--- src/rtl/core/lci_pkg.sv ---
// Package: shared constants, types and state codes of the level crossing interpolator.
package lci_pkg;

   localparam int MAX_FRAME = 65536;
   localparam int IDX_LIMIT = (MAX_FRAME < 65536) ? MAX_FRAME : 65536;

   localparam int SMP_W  = 16;
   localparam int ABS_W  = 32;
   localparam int IDX_W  = 16;
   localparam int LOC_W  = 40;
   localparam int CNT_W  = 17;
   localparam int FRAC_W = 8;

   localparam int CSR_IDX_W  = 2;
   localparam int CSR_DATA_W = 16;
   localparam logic [CSR_IDX_W-1:0] CSR_LEVEL   = 2'd0;
   localparam logic [CSR_IDX_W-1:0] CSR_FALLING = 2'd1;
   localparam logic [CSR_IDX_W-1:0] CSR_START   = 2'd2;

   localparam int DEN_W  = SMP_W + 1;
   localparam int P1_W   = ABS_W + DEN_W;
   localparam int DX_W   = ABS_W + 1;
   localparam int NUM_W  = P1_W + 1;
   localparam int DVD_W  = NUM_W - 1 + FRAC_W;
   localparam int DVS_W  = SMP_W;
   localparam int STEP_W = $clog2(DVD_W);

   localparam int QDEPTH = 4;
   localparam int QPTR_W = $clog2(QDEPTH);
   localparam int QCNT_W = $clog2(QDEPTH + 1);

   typedef struct packed {
      logic                    found;
      logic [IDX_W-1:0]        index;
      logic signed [SMP_W-1:0] smp;
      logic signed [ABS_W-1:0] absc;
      logic signed [SMP_W-1:0] prev_smp;
      logic signed [ABS_W-1:0] prev_absc;
      logic signed [SMP_W-1:0] level;
   } job_type;

   typedef enum logic [2:0] {
      BK_IDLE,
      BK_MUL,
      BK_SUM,
      BK_DIV,
      BK_FIX
   } back_state_type;

endpackage

--- src/rtl/core/lci_if.sv ---
// Interfaces: sample, result and register-write channels.
interface lci_req_if;
   logic                                   valid;
   logic                                   ready;
   logic signed [lci_pkg::SMP_W-1:0]       sample;
   logic signed [lci_pkg::ABS_W-1:0]       abscissa;
   logic                                   last_sample;

   modport source (output valid, sample, abscissa, last_sample, input ready);
   modport sink   (input valid, sample, abscissa, last_sample, output ready);
endinterface

interface lci_rsp_if;
   logic                                   valid;
   logic                                   ready;
   logic                                   found;
   logic [lci_pkg::IDX_W-1:0]              crossing_index;
   logic signed [lci_pkg::LOC_W-1:0]       location;

   modport source (output valid, found, crossing_index, location, input ready);
   modport sink   (input valid, found, crossing_index, location, output ready);
endinterface

interface lci_csr_if;
   logic                                   valid;
   logic                                   ready;
   logic [lci_pkg::CSR_IDX_W-1:0]          index;
   logic [lci_pkg::CSR_DATA_W-1:0]         data;

   modport source (output valid, index, data, input ready);
   modport sink   (input valid, index, data, output ready);
endinterface

--- src/rtl/core/lci_front.sv ---
// Front end: register file, per-frame scan state and crossing classification.
module lci_front (
   input  logic                clock,
   input  logic                reset,
   lci_req_if.sink             req_ch,
   lci_csr_if.sink             csr_ch,
   input  logic                q_full,
   output logic                q_push,
   output lci_pkg::job_type    q_job
);

   logic signed [lci_pkg::SMP_W-1:0] level_ff;
   logic                             falling_ff;
   logic [lci_pkg::IDX_W-1:0]        start_ff;

   logic signed [lci_pkg::SMP_W-1:0] prev_smp_ff, prev_smp_in;
   logic signed [lci_pkg::ABS_W-1:0] prev_absc_ff, prev_absc_in;
   logic [lci_pkg::CNT_W-1:0]        count_ff, count_in;
   logic                             armed_ff, armed_in;
   logic                             done_ff, done_in;

   logic                             accept;
   logic                             examine;
   logic                             at_or_wrong;
   logic                             hit;
   logic                             below_limit;

   assign csr_ch.ready = 1'b1;
   assign req_ch.ready = !q_full;
   assign accept       = req_ch.valid && req_ch.ready;

   always_ff @(posedge clock) begin
      if (reset) begin
         level_ff   <= '0;
         falling_ff <= 1'b0;
         start_ff   <= '0;
      end else if (csr_ch.valid) begin
         case (csr_ch.index)
            lci_pkg::CSR_LEVEL:   level_ff   <= csr_ch.data;
            lci_pkg::CSR_FALLING: falling_ff <= csr_ch.data[0];
            lci_pkg::CSR_START:   start_ff   <= csr_ch.data;
            default: ;
         endcase
      end
   end

   always_comb begin
      below_limit = count_ff < lci_pkg::CNT_W'(lci_pkg::IDX_LIMIT);
      examine     = !done_ff && below_limit && (count_ff >= {1'b0, start_ff});
      // at the level or on the side it must leave
      at_or_wrong = falling_ff ? (req_ch.sample >= level_ff) : (req_ch.sample <= level_ff);
      hit         = examine && !at_or_wrong && armed_ff;

      prev_smp_in  = prev_smp_ff;
      prev_absc_in = prev_absc_ff;
      count_in     = count_ff;
      armed_in     = armed_ff;
      done_in      = done_ff;
      q_push       = 1'b0;

      if (accept) begin
         prev_smp_in  = req_ch.sample;
         prev_absc_in = req_ch.abscissa;
         if (examine && at_or_wrong) armed_in = 1'b1;
         if (hit) done_in = 1'b1;
         if (below_limit) count_in = count_ff + 1'b1;
         q_push = hit || (req_ch.last_sample && !done_ff);
         if (req_ch.last_sample) begin
            count_in = '0;
            armed_in = 1'b0;
            done_in  = 1'b0;
         end
      end

      q_job.found     = hit;
      q_job.index     = count_ff[lci_pkg::IDX_W-1:0];
      q_job.smp       = req_ch.sample;
      q_job.absc      = req_ch.abscissa;
      q_job.prev_smp  = prev_smp_ff;
      q_job.prev_absc = prev_absc_ff;
      q_job.level     = level_ff;
   end

   always_ff @(posedge clock) begin
      if (reset) begin
         prev_smp_ff  <= '0;
         prev_absc_ff <= '0;
         count_ff     <= '0;
         armed_ff     <= 1'b0;
         done_ff      <= 1'b0;
      end else begin
         prev_smp_ff  <= prev_smp_in;
         prev_absc_ff <= prev_absc_in;
         count_ff     <= count_in;
         armed_ff     <= armed_in;
         done_ff      <= done_in;
      end
   end

endmodule

--- src/rtl/core/lci_queue.sv ---
// Short job queue between the front end and the interpolation back end.
module lci_queue (
   input  logic                clock,
   input  logic                reset,
   input  logic                push,
   input  lci_pkg::job_type    push_job,
   output logic                full,
   input  logic                pop,
   output logic                pop_valid,
   output lci_pkg::job_type    pop_job
);

   lci_pkg::job_type            slot_ff [lci_pkg::QDEPTH];
   logic [lci_pkg::QPTR_W-1:0]  wr_ptr_ff, wr_ptr_in;
   logic [lci_pkg::QPTR_W-1:0]  rd_ptr_ff, rd_ptr_in;
   logic [lci_pkg::QCNT_W-1:0]  cnt_ff, cnt_in;
   logic                        do_push, do_pop;

   always_comb begin
      full      = cnt_ff == lci_pkg::QCNT_W'(lci_pkg::QDEPTH);
      pop_valid = cnt_ff != '0;
      pop_job   = slot_ff[rd_ptr_ff];
      do_push   = push && !full;
      do_pop    = pop && pop_valid;
      wr_ptr_in = do_push ? wr_ptr_ff + 1'b1 : wr_ptr_ff;
      rd_ptr_in = do_pop  ? rd_ptr_ff + 1'b1 : rd_ptr_ff;
      cnt_in    = cnt_ff;
      if (do_push && !do_pop) cnt_in = cnt_ff + 1'b1;
      if (!do_push && do_pop) cnt_in = cnt_ff - 1'b1;
   end

   always_ff @(posedge clock) begin
      if (do_push) slot_ff[wr_ptr_ff] <= push_job;
   end

   always_ff @(posedge clock) begin
      if (reset) begin
         wr_ptr_ff <= '0;
         rd_ptr_ff <= '0;
         cnt_ff    <= '0;
      end else begin
         wr_ptr_ff <= wr_ptr_in;
         rd_ptr_ff <= rd_ptr_in;
         cnt_ff    <= cnt_in;
      end
   end

endmodule

--- src/rtl/core/lci_back.sv ---
// Back end: interpolation multiply, serial divide and result register.
module lci_back (
   input  logic                clock,
   input  logic                reset,
   input  logic                q_valid,
   input  lci_pkg::job_type    q_job,
   output logic                q_pop,
   lci_rsp_if.source           rsp_ch
);

   lci_pkg::back_state_type          state_ff, state_in;
   lci_pkg::job_type                 job_ff, job_in;

   logic signed [lci_pkg::P1_W-1:0]  p1_ff, p1_in;
   logic signed [lci_pkg::NUM_W-1:0] p2_ff, p2_in;
   logic                             den_neg_ff, den_neg_in;
   logic [lci_pkg::DVS_W-1:0]        dvs_ff, dvs_in;
   logic                             den_zero_ff, den_zero_in;
   logic                             neg_ff, neg_in;
   logic [lci_pkg::DVD_W-1:0]        quo_ff, quo_in;
   logic [lci_pkg::DVS_W-1:0]        rem_ff, rem_in;
   logic [lci_pkg::STEP_W-1:0]       step_ff, step_in;

   logic                             out_valid_ff, out_valid_in;
   logic                             out_found_ff, out_found_in;
   logic [lci_pkg::IDX_W-1:0]        out_index_ff, out_index_in;
   logic signed [lci_pkg::LOC_W-1:0] out_loc_ff, out_loc_in;

   logic signed [lci_pkg::DEN_W-1:0] den;
   logic signed [lci_pkg::DX_W-1:0]  dx;
   logic signed [lci_pkg::DEN_W-1:0] dl;
   logic signed [lci_pkg::NUM_W-1:0] num;
   logic [lci_pkg::NUM_W-2:0]        num_mag;
   logic [lci_pkg::DVS_W:0]          trial;
   logic [lci_pkg::DVD_W-1:0]        quo_signed;
   logic                             out_free;

   assign rsp_ch.valid          = out_valid_ff;
   assign rsp_ch.found          = out_found_ff;
   assign rsp_ch.crossing_index = out_index_ff;
   assign rsp_ch.location       = out_loc_ff;

   always_comb begin
      state_in     = state_ff;
      job_in       = job_ff;
      p1_in        = p1_ff;
      p2_in        = p2_ff;
      den_neg_in   = den_neg_ff;
      dvs_in       = dvs_ff;
      den_zero_in  = den_zero_ff;
      neg_in       = neg_ff;
      quo_in       = quo_ff;
      rem_in       = rem_ff;
      step_in      = step_ff;
      out_found_in = out_found_ff;
      out_index_in = out_index_ff;
      out_loc_in   = out_loc_ff;
      q_pop        = 1'b0;

      out_free     = !out_valid_ff || rsp_ch.ready;
      out_valid_in = out_valid_ff && !rsp_ch.ready;

      den     = lci_pkg::DEN_W'(job_ff.smp) - lci_pkg::DEN_W'(job_ff.prev_smp);
      dx      = lci_pkg::DX_W'(job_ff.absc) - lci_pkg::DX_W'(job_ff.prev_absc);
      dl      = lci_pkg::DEN_W'(job_ff.level) - lci_pkg::DEN_W'(job_ff.prev_smp);
      num     = lci_pkg::NUM_W'(p1_ff) + p2_ff;
      num_mag = (lci_pkg::NUM_W-1)'(num[lci_pkg::NUM_W-1] ? -num : num);
      trial   = {rem_ff, quo_ff[lci_pkg::DVD_W-1]};
      quo_signed = neg_ff ? (~quo_ff + 1'b1) : quo_ff;

      case (state_ff)
         lci_pkg::BK_IDLE: begin
            if (q_valid) begin
               q_pop    = 1'b1;
               job_in   = q_job;
               state_in = q_job.found ? lci_pkg::BK_MUL : lci_pkg::BK_FIX;
            end
         end
         lci_pkg::BK_MUL: begin
            p1_in      = lci_pkg::P1_W'(job_ff.prev_absc) * lci_pkg::P1_W'(den);
            p2_in      = lci_pkg::NUM_W'(dx) * lci_pkg::NUM_W'(dl);
            den_neg_in = den[lci_pkg::DEN_W-1];
            dvs_in     = lci_pkg::DVS_W'(den[lci_pkg::DEN_W-1] ? -den : den);
            den_zero_in = den == '0;
            state_in   = lci_pkg::BK_SUM;
         end
         lci_pkg::BK_SUM: begin
            neg_in   = num[lci_pkg::NUM_W-1] ^ den_neg_ff;
            quo_in   = {num_mag, {lci_pkg::FRAC_W{1'b0}}};
            rem_in   = '0;
            step_in  = '0;
            state_in = den_zero_ff ? lci_pkg::BK_FIX : lci_pkg::BK_DIV;
         end
         lci_pkg::BK_DIV: begin
            // one quotient bit per cycle, restoring
            if (trial >= {1'b0, dvs_ff}) begin
               rem_in = lci_pkg::DVS_W'(trial - {1'b0, dvs_ff});
               quo_in = {quo_ff[lci_pkg::DVD_W-2:0], 1'b1};
            end else begin
               rem_in = trial[lci_pkg::DVS_W-1:0];
               quo_in = {quo_ff[lci_pkg::DVD_W-2:0], 1'b0};
            end
            step_in = step_ff + 1'b1;
            if (step_ff == lci_pkg::STEP_W'(lci_pkg::DVD_W - 1)) state_in = lci_pkg::BK_FIX;
         end
         lci_pkg::BK_FIX: begin
            if (out_free) begin
               out_valid_in = 1'b1;
               out_found_in = job_ff.found;
               if (!job_ff.found) begin
                  out_index_in = '0;
                  out_loc_in   = '0;
               end else begin
                  out_index_in = job_ff.index;
                  if (den_zero_ff) out_loc_in = {job_ff.absc, {lci_pkg::FRAC_W{1'b0}}};
                  else             out_loc_in = quo_signed[lci_pkg::LOC_W-1:0];
               end
               state_in = lci_pkg::BK_IDLE;
            end
         end
         default: state_in = lci_pkg::BK_IDLE;
      endcase
   end

   always_ff @(posedge clock) begin
      if (reset) begin
         state_ff     <= lci_pkg::BK_IDLE;
         out_valid_ff <= 1'b0;
      end else begin
         state_ff     <= state_in;
         out_valid_ff <= out_valid_in;
      end
   end

   always_ff @(posedge clock) begin
      job_ff       <= job_in;
      p1_ff        <= p1_in;
      p2_ff        <= p2_in;
      den_neg_ff   <= den_neg_in;
      dvs_ff       <= dvs_in;
      den_zero_ff  <= den_zero_in;
      neg_ff       <= neg_in;
      quo_ff       <= quo_in;
      rem_ff       <= rem_in;
      step_ff      <= step_in;
      out_found_ff <= out_found_in;
      out_index_ff <= out_index_in;
      out_loc_ff   <= out_loc_in;
   end

endmodule

--- src/rtl/core/level_crossing_interpolator.sv ---
// Top level: level crossing search with linearly interpolated location.
//
//   channel  dir  beat carries
//   req_ch   in   sample, abscissa, last_sample
//   rsp_ch   out  found, crossing_index, location
//   csr_ch   in   index (0 level, 1 falling, 2 start_index), data
//
// Samples are taken one per cycle while the four-entry job queue has room.
// A found crossing passes the back end states load, multiply, sum, 57 divide
// steps and result, the divider being bit-serial; a not-found result goes from
// load straight to result. Register writes complete in the cycle they are offered.
// Reset is synchronous and clears scan state, queue and result valid at once.
// A stalled result holds its register; the front end keeps taking samples
// until the queue fills.
module level_crossing_interpolator (
   input  logic        clock,
   input  logic        reset,
   lci_req_if.sink     req_ch,
   lci_rsp_if.source   rsp_ch,
   lci_csr_if.sink     csr_ch
);

   logic               q_push, q_full, q_pop, q_valid;
   lci_pkg::job_type   push_job, pop_job;

   lci_front u_front (
      .clock  (clock),
      .reset  (reset),
      .req_ch (req_ch),
      .csr_ch (csr_ch),
      .q_full (q_full),
      .q_push (q_push),
      .q_job  (push_job)
   );

   lci_queue u_queue (
      .clock     (clock),
      .reset     (reset),
      .push      (q_push),
      .push_job  (push_job),
      .full      (q_full),
      .pop       (q_pop),
      .pop_valid (q_valid),
      .pop_job   (pop_job)
   );

   lci_back u_back (
      .clock   (clock),
      .reset   (reset),
      .q_valid (q_valid),
      .q_job   (pop_job),
      .q_pop   (q_pop),
      .rsp_ch  (rsp_ch)
   );

endmodule

--- src/flat_wrapper.sv ---
// flat-port wrapper written by rule: the top's interface ports become plain ports
module level_crossing_interpolator_flat 
  (clock, reset, req_ch_valid, req_ch_sample, req_ch_abscissa, req_ch_last_sample, req_ch_ready, rsp_ch_valid, rsp_ch_found, rsp_ch_crossing_index, rsp_ch_location, rsp_ch_ready, csr_ch_valid, csr_ch_index, csr_ch_data, csr_ch_ready);
  lci_req_if req_ch_i ();
  lci_rsp_if rsp_ch_i ();
  lci_csr_if csr_ch_i ();
  input  logic clock;
  input  logic reset;
  input wire logic [$bits(req_ch_i.valid)-1:0] req_ch_valid;
  input wire logic [$bits(req_ch_i.sample)-1:0] req_ch_sample;
  input wire logic [$bits(req_ch_i.abscissa)-1:0] req_ch_abscissa;
  input wire logic [$bits(req_ch_i.last_sample)-1:0] req_ch_last_sample;
  output wire logic [$bits(req_ch_i.ready)-1:0] req_ch_ready;
  output wire logic [$bits(rsp_ch_i.valid)-1:0] rsp_ch_valid;
  output wire logic [$bits(rsp_ch_i.found)-1:0] rsp_ch_found;
  output wire logic [$bits(rsp_ch_i.crossing_index)-1:0] rsp_ch_crossing_index;
  output wire logic [$bits(rsp_ch_i.location)-1:0] rsp_ch_location;
  input wire logic [$bits(rsp_ch_i.ready)-1:0] rsp_ch_ready;
  input wire logic [$bits(csr_ch_i.valid)-1:0] csr_ch_valid;
  input wire logic [$bits(csr_ch_i.index)-1:0] csr_ch_index;
  input wire logic [$bits(csr_ch_i.data)-1:0] csr_ch_data;
  output wire logic [$bits(csr_ch_i.ready)-1:0] csr_ch_ready;
  assign req_ch_i.valid = req_ch_valid;
  assign req_ch_i.sample = req_ch_sample;
  assign req_ch_i.abscissa = req_ch_abscissa;
  assign req_ch_i.last_sample = req_ch_last_sample;
  assign req_ch_ready = req_ch_i.ready;
  assign rsp_ch_valid = rsp_ch_i.valid;
  assign rsp_ch_found = rsp_ch_i.found;
  assign rsp_ch_crossing_index = rsp_ch_i.crossing_index;
  assign rsp_ch_location = rsp_ch_i.location;
  assign rsp_ch_i.ready = rsp_ch_ready;
  assign csr_ch_i.valid = csr_ch_valid;
  assign csr_ch_i.index = csr_ch_index;
  assign csr_ch_i.data = csr_ch_data;
  assign csr_ch_ready = csr_ch_i.ready;
  level_crossing_interpolator u_core (.clock(clock), .reset(reset), .req_ch(req_ch_i), .rsp_ch(rsp_ch_i), .csr_ch(csr_ch_i));
endmodule
--- config.mk ---
export PLATFORM = sky130hd
export DESIGN_NAME = level_crossing_interpolator_flat
export DESIGN_NICKNAME = d
export VERILOG_FILES = /design/src/rtl/core/lci_pkg.sv /design/src/rtl/core/lci_if.sv /design/src/rtl/core/lci_front.sv /design/src/rtl/core/lci_queue.sv /design/src/rtl/core/lci_back.sv /design/src/rtl/core/level_crossing_interpolator.sv /design/src/flat_wrapper.sv
export SDC_FILE = /design/constraint.sdc
export NUM_CORES = 2
export LEC_CHECK = 0
export BUFFER_PORTS_ARGS = -buffer_cell sky130_fd_sc_hd__buf_4
export CAP_MARGIN = 25
export CORE_MARGIN = 2
export CORE_UTILIZATION = 60
export CTS_BUF_LIST = sky130_fd_sc_hd__clkbuf_4 sky130_fd_sc_hd__clkbuf_8
export DETAILED_ROUTE_END_ITERATION = 6
export PLACE_DENSITY = 0.76
export SLEW_MARGIN = 20
export SYNTH_ARGS = -nofsm -noshare
export SYNTH_HDL_FRONTEND = slang
export SYNTH_SLANG_ARGS = --single-unit
export TNS_END_PERCENT = 30
--- constraint.sdc ---
create_clock -name clock -period 24.6 [get_ports clock]
set_input_delay 4.92 -clock clock [delete_from_list [all_inputs] [get_ports clock]]
set_output_delay 4.92 -clock clock [all_outputs]
set_load 0.03 [all_outputs]
# == Yosys cells after proc, flatten, opt, wreduce, memory -nomap -nowiden ==
# Memory sizes are Yosys's and may differ from the RTL's. A register that Yosys moved wholly into a read port is not among the register bits.
# Index checks and enable logic that the tools add are counted.
# totals
register_bits,494
ramBits,516
input_bits,72
out_inout_bits,60
wordCells,142
n_memories,1
# mem_list
memory,words,width,rd,rd_ports_with_merged_regs,wr,line_no,text
u_core.u_queue.slot_ff,4,129,1,1,1,lci_queue.sv:13,lci_pkg::job_type slot_ff [lci_pkg::QDEPTH];
# op_classes
add_sub_neg,14
multipliers,2
n_lt_le_gt_ge,5
n_eq_ne,11
n_mux,33
bitwise_logic,3
n_reduce_logical,40
# op_table
op,count
$pmux W57 S2,1
$mux W40,2
$add A49 B50 Y50,1
$mul A33 B17 Y50,1
$mul A32 B17 Y49,1
$mux W49,1
$neg A49 Y49,1
$add A40 B1 Y40 const B,1
$not A40 Y40,1
$ge A17 B16 Y1,2
$mux W17,2
$sub A16 B16 Y17,2
$sub A32 B32 Y33,1
$mux W16,2
$pmux W16 S2,1
$mux W3,7
$add A17 B1 Y17 const B,1
$logic_not A17 Y1,1
$lt A17 B17 Y1 const B,1
$ge A16 B16 Y1,1
$le A16 B16 Y1,1
$neg A16 Y16,1
$reduce_and A2 Y1,8
$sub A16 B16 Y16,1
other kinds (27),66

# == Depth between registers and ports, before layout ==
# logic_depth
depth_word,11
mapped_depth,38

# == Modules after synthesis ==
# A second synthesis with hierarchy kept.
# hier_totals
cells_unflattened,7767
area_unflattened_um2,84302.1
# by_module_without_submodules
mod,instances,cells_per_inst,area_per_inst_um2
lci_back,1,6405,60207.7
lci_queue,1,725,19092.1
lci_front,1,637,5002.3

# == Worst setup path before layout ==
# OpenSTA, ideal clock, no wires.
# synth_path
path_type,reg2reg
from,register u_core.u_back.state_ff[2]
to,register u_core.u_queue.cnt_ff[2] (netlist bit)
setup_time_ps,70
t_arrival_ps,15543
slack_ps,8987
stages_incl_launch_ff,9
n_path_buf,1
path_cell_list,dfxtp_1 -> clkbuf_1 -> nor4_1 -> ha_1 -> inv_1 -> fa_1 -> xor2_1 -> or3_1 -> a21oi_1
# synth_between
elab_chain_cells,6
word_cells_on_any_way,8
cone_classes,2 x mux; 6 x reduce/logical
# synth_rtl
element,line_no,text
from (decl),lci_back.sv:11,"lci_pkg::back_state_type state_ff, state_in;"
from (signal assigned),lci_back.sv:127,state_ff <= lci_pkg::BK_IDLE;
from (signal assigned),lci_back.sv:130,state_ff <= state_in;
$logic_not A3 Y1 *,lci_back.sv:71,case (state_ff)
$mux W1 *,lci_back.sv:71,
named net u_core.q_pop,level_crossing_interpolator.sv:23,"logic q_push, q_full, q_pop, q_valid;"
$logic_and A1 B1 Y1 *,lci_queue.sv:24,do_pop = pop && pop_valid;
$logic_not A1 Y1,lci_queue.sv:28,if (do_push && !do_pop) cnt_in = cnt_ff + 1'b1;
$logic_and A1 B1 Y1,lci_queue.sv:28,
$reduce_bool A2 Y1 (no line),-,
to (signal assigned),lci_queue.sv:44,cnt_ff <= cnt_in;
to (decl),lci_queue.sv:16,"logic [lci_pkg::QCNT_W-1:0] cnt_ff, cnt_in;"
# Mark *: on every way through the listed nets, which the timed path passes. The rest lies on a longest branch.
# A chain may end at the register's enable or synchronous reset.

# == Worst setup path after layout ==
# layout_path
from,register u_core.u_back.job_ff[22] (netlist bit)
to,"register u_core.u_back.p2_ff[49] (netlist bit), data pin"
# layout_between
elab_chain_cells,2
# layout_rtl
element,line_no,text
from (decl),lci_back.sv:12,"lci_pkg::job_type job_ff, job_in;"
from (signal assigned),lci_back.sv:136,job_ff <= job_in;
$sub A32 B32 Y33,lci_back.sv:64,dx = lci_pkg::DX_W'(job_ff.absc) - lci_pkg::DX_W'(job_ff.prev_absc);
$mul A33 B17 Y50,lci_back.sv:81,p2_in = lci_pkg::NUM_W'(dx) * lci_pkg::NUM_W'(dl);
to (signal assigned),lci_back.sv:138,p2_ff <= p2_in;
to (decl),lci_back.sv:15,"logic signed [lci_pkg::NUM_W-1:0] p2_ff, p2_in;"
# Every way passes these cells.

==> results_dict.tcl <==
set metrics [dict create \
    place_inst 9589 \
    reg2reg_to "u_core.u_back.p2_ff[49]" \
    area_growth_pct 8.678 \
    antenna_found_initial 12 \
    max_stage_delay_ns 0.81 \
    slew_violations 0 \
    nets 9421 \
    clock_path_buffers 3 \
    fmax_mhz 91.26 \
    syn-instance-count 7743 \
    drv_cap 0 \
    vias 58690 \
    crit_arrival_ns 11.59 \
    async_reset_ff_share_pct 0 \
    cts_tree "yes" \
    endpoint "u_core.u_back.p2_ff[49]" \
    worst_r2r_path_depth 32 \
    reg2reg_from "u_core.u_back.job_ff[22]" \
    syn_nets 9282 \
    grt_max_degree 69 \
    grt_use_total_pct 33.55 \
    worst_setup_path_start_kind "flop" \
    cpMostUsedCell "fa_1" \
    synth_most_common_cell "inv_1" \
    die_area_um2 142600 \
    crit_family "compound AO/OA/AOI/OAI gates" \
    hold_viol 0 \
    period_share_pct 44.55 \
    post-route-min-period_ns 10.96 \
    crit_type "reg -> reg" \
    ys_warn_count 0 \
    hold_buffers 0 \
    core-area_um2 139000 \
    cts_resized 0 \
    worst_slew_pin_slew_ns 1.130 \
    synth_edf_count 899 \
    worst-path-stages 32 \
    io_pins 132 \
    num_rows 137 \
    fin_skew_ns 0.06829 \
    layout-drive-gt1-share_pct 10.08 \
    synth_ff_type "edfxtp_1" \
    final_cells 9909 \
    crit_path_start "u_core.u_back.job_ff[22]" \
    start_util_pct 60.23 \
    rsz0062_at_grt "no" \
    grt_pass1_wl_um 356500 \
    min-delay-path-class "reg -> reg" \
    wire_per_inst_um 23.53 \
    post_cts_buffers 0 \
    syn-cell-area_um2 83730 \
    cts_buffers 166 \
    synth_area_per_cell_um2 10.81 \
    synth_seq_area_share_pct 34.94 \
    drtIter0Drc 6169 \
    slew-limit-headroom_pct 24.31 \
    drt_wl_total_um 233200 \
    worst_path_max_delay_cell "xor2_1" \
    clock_latency_ns 0.93 \
    synth_seq_cells 1012 \
    r2r_setup_slack_ns 13.64 \
    path_max_fanout 14 \
    die_x_um 377.6 \
    vias_per_cell 5.923 \
    crit_required_ns 25.23 \
    synth_cell_types 99 \
    crit_buf_inv 4 \
    place_congestion 0.9963 \
    synth_top_area_cell "edfxtp_1" \
    status "finished clean" \
    end_kind "flop" \
    setup-violations-final 0 \
    tns_ns 0 \
    drc 0 \
    ant_nets 0 \
    cts_num_sinks 1012 \
    clk_pin_slew_ns 0.08 \
    port_buffers 130 \
    synth_common_cells "inv_1, fa_1, nand2_1" \
    grt_overflow 0 \
    hpwl_um 176200 \
    cts_root_buf "clkbuf_8" \
    synth_top_area_share_pct 32.24 \
    synthTopCellsByArea "edfxtp_1, fa_1, ha_1" \
    htreeDepth 4 \
    drt-pass1-iter-count 6 \
    die_height_um 377.6 \
    grt_pass1_vias 60770 \
]
per-layer routing:
layer | global-route usage (%) | routed length, um
met1 | 44.26 | 88930
met2 | 53.67 | 109200
met3 | 7.029 | 23130
met4 | 15.40 | 11840
met5 | 0 | 59
flip-flops by register name (all words and copies together), names as in the netlist, 6 cells and up, named ones only:
register and count:
u_core.u_back.dvs_ff 16, u_core.u_back.job_ff 129, u_core.u_back.p1_ff 49, u_core.u_back.p2_ff 50, u_core.u_back.quo_ff 57, u_core.u_back.rem_ff 16
u_core.u_back.rsp_ch.crossing_index 16, u_core.u_back.rsp_ch.location 40, u_core.u_back.step_ff 6, u_core.u_front.count_ff 17, u_core.u_front.level_ff 16, u_core.u_front.prev_absc_ff 32
u_core.u_front.prev_smp_ff 16, u_core.u_front.start_ff 16, u_core.u_queue.slot_ff 516
tightest hold or removal path, cell delays in order, from the launching register on:
cell and delay [ns]:
dfxtp_1 0.31, nand2_1 0.05, a21oi_1 0.05
how the worst min path moves through the flow:
stage	start	to	slack, ns	cells past startpoint
2_1_floorplan	u_core.u_front.start_ff[10]	u_core.u_front.start_ff[10]	0.44	2
6_report	u_core.u_front.start_ff[14]	u_core.u_front.start_ff[14]	0.46	2
4_1_cts	u_core.u_front.start_ff[14]	u_core.u_front.start_ff[14]	0.46	2
3_5_place_dp	u_core.u_front.start_ff[14]	u_core.u_front.start_ff[14]	0.45	2
3_3_place_gp	u_core.u_front.start_ff[8]	u_core.u_front.start_ff[8]	0.45	2
5_1_grt	u_core.u_front.start_ff[5]	u_core.u_front.start_ff[5]	0.47	2
final cells by class:
type	instances	area [um2]
multi-input cells	5122	48850
fillers	10580	48020
flip-flops and latches	1012	29270
inverters	1322	4962
clock buffers	226	2823
well taps	1876	2347
repair buffers	258	1938
clock inverters	84	790.8
diodes	9	22.52
cell usage in the layout (no fill, tap or decap), types with 15 or more instances in the layout:
| master | n |
|---|---|
| nand3_1 | 90 |
| buf_4 | 256 |
| nand4_1 | 39 |
| nand2_1 | 1001 |
| clkinv_2 | 24 |
| o21ai_0 | 188 |
| fa_1 | 1062 |
| nand2b_1 | 55 |
| xor2_2 | 15 |
| and3_1 | 43 |
| or3_1 | 32 |
| mux4_2 | 129 |
| o31ai_1 | 35 |
| a31oi_1 | 19 |
| dfxtp_1 | 111 |
| and2_1 | 134 |
| or2_2 | 24 |
| clkinv_1 | 31 |
| inv_1 | 1321 |
| xnor2_2 | 19 |
| edfxtp_1 | 899 |
| xnor2_1 | 179 |
| or4_1 | 16 |
| xor2_1 | 126 |
| a211oi_1 | 30 |
| o21ai_1 | 16 |
| nor2b_1 | 55 |
| a21oi_1 | 352 |
| a21o_1 | 111 |
| clkbuf_8 | 180 |
| clkbuf_4 | 46 |
| o21a_1 | 45 |
| o21bai_1 | 33 |
| ha_1 | 404 |
| nor3_1 | 78 |
| nor2_1 | 551 |
per-stage QoR:
step	cell area (um2)	util (%)	hold slack, ns	worst slack (ns)
finish	90990	65.46	0.4561	13.64
global placement	87280	62.78	0.4492	14.06
global route	90980	65.44	0.4743	13.10
CTS	90960	65.43	0.4566	13.81
detailed placement	87340	62.83	0.4484	13.86
floorplan	83730	-	0.4363	8.987
kinds of logic (layout without fill, tap and decap cells):
group / count (synthesis) / count (layout) / synth area share [%]
AOI/OAI and AO/OA: 966 / 966 / 7.291
xor gates and xnor gates: 344 / 344 / 3.598
adders and majority gates: 1467 / 1467 / 31.45
buffers and inverters: 1609 / 1890 / 7.254
DFF: 1012 / 1012 / 34.94
muxes: 142 / 142 / 3.631
other: 1 / 10 / 0.004479
and+or+nand+nor: 2202 / 2202 / 11.82
Power is left out: the tool's default activity adds up to more than one toggle a clock period on the data nets, which glitch-free logic cannot reach.
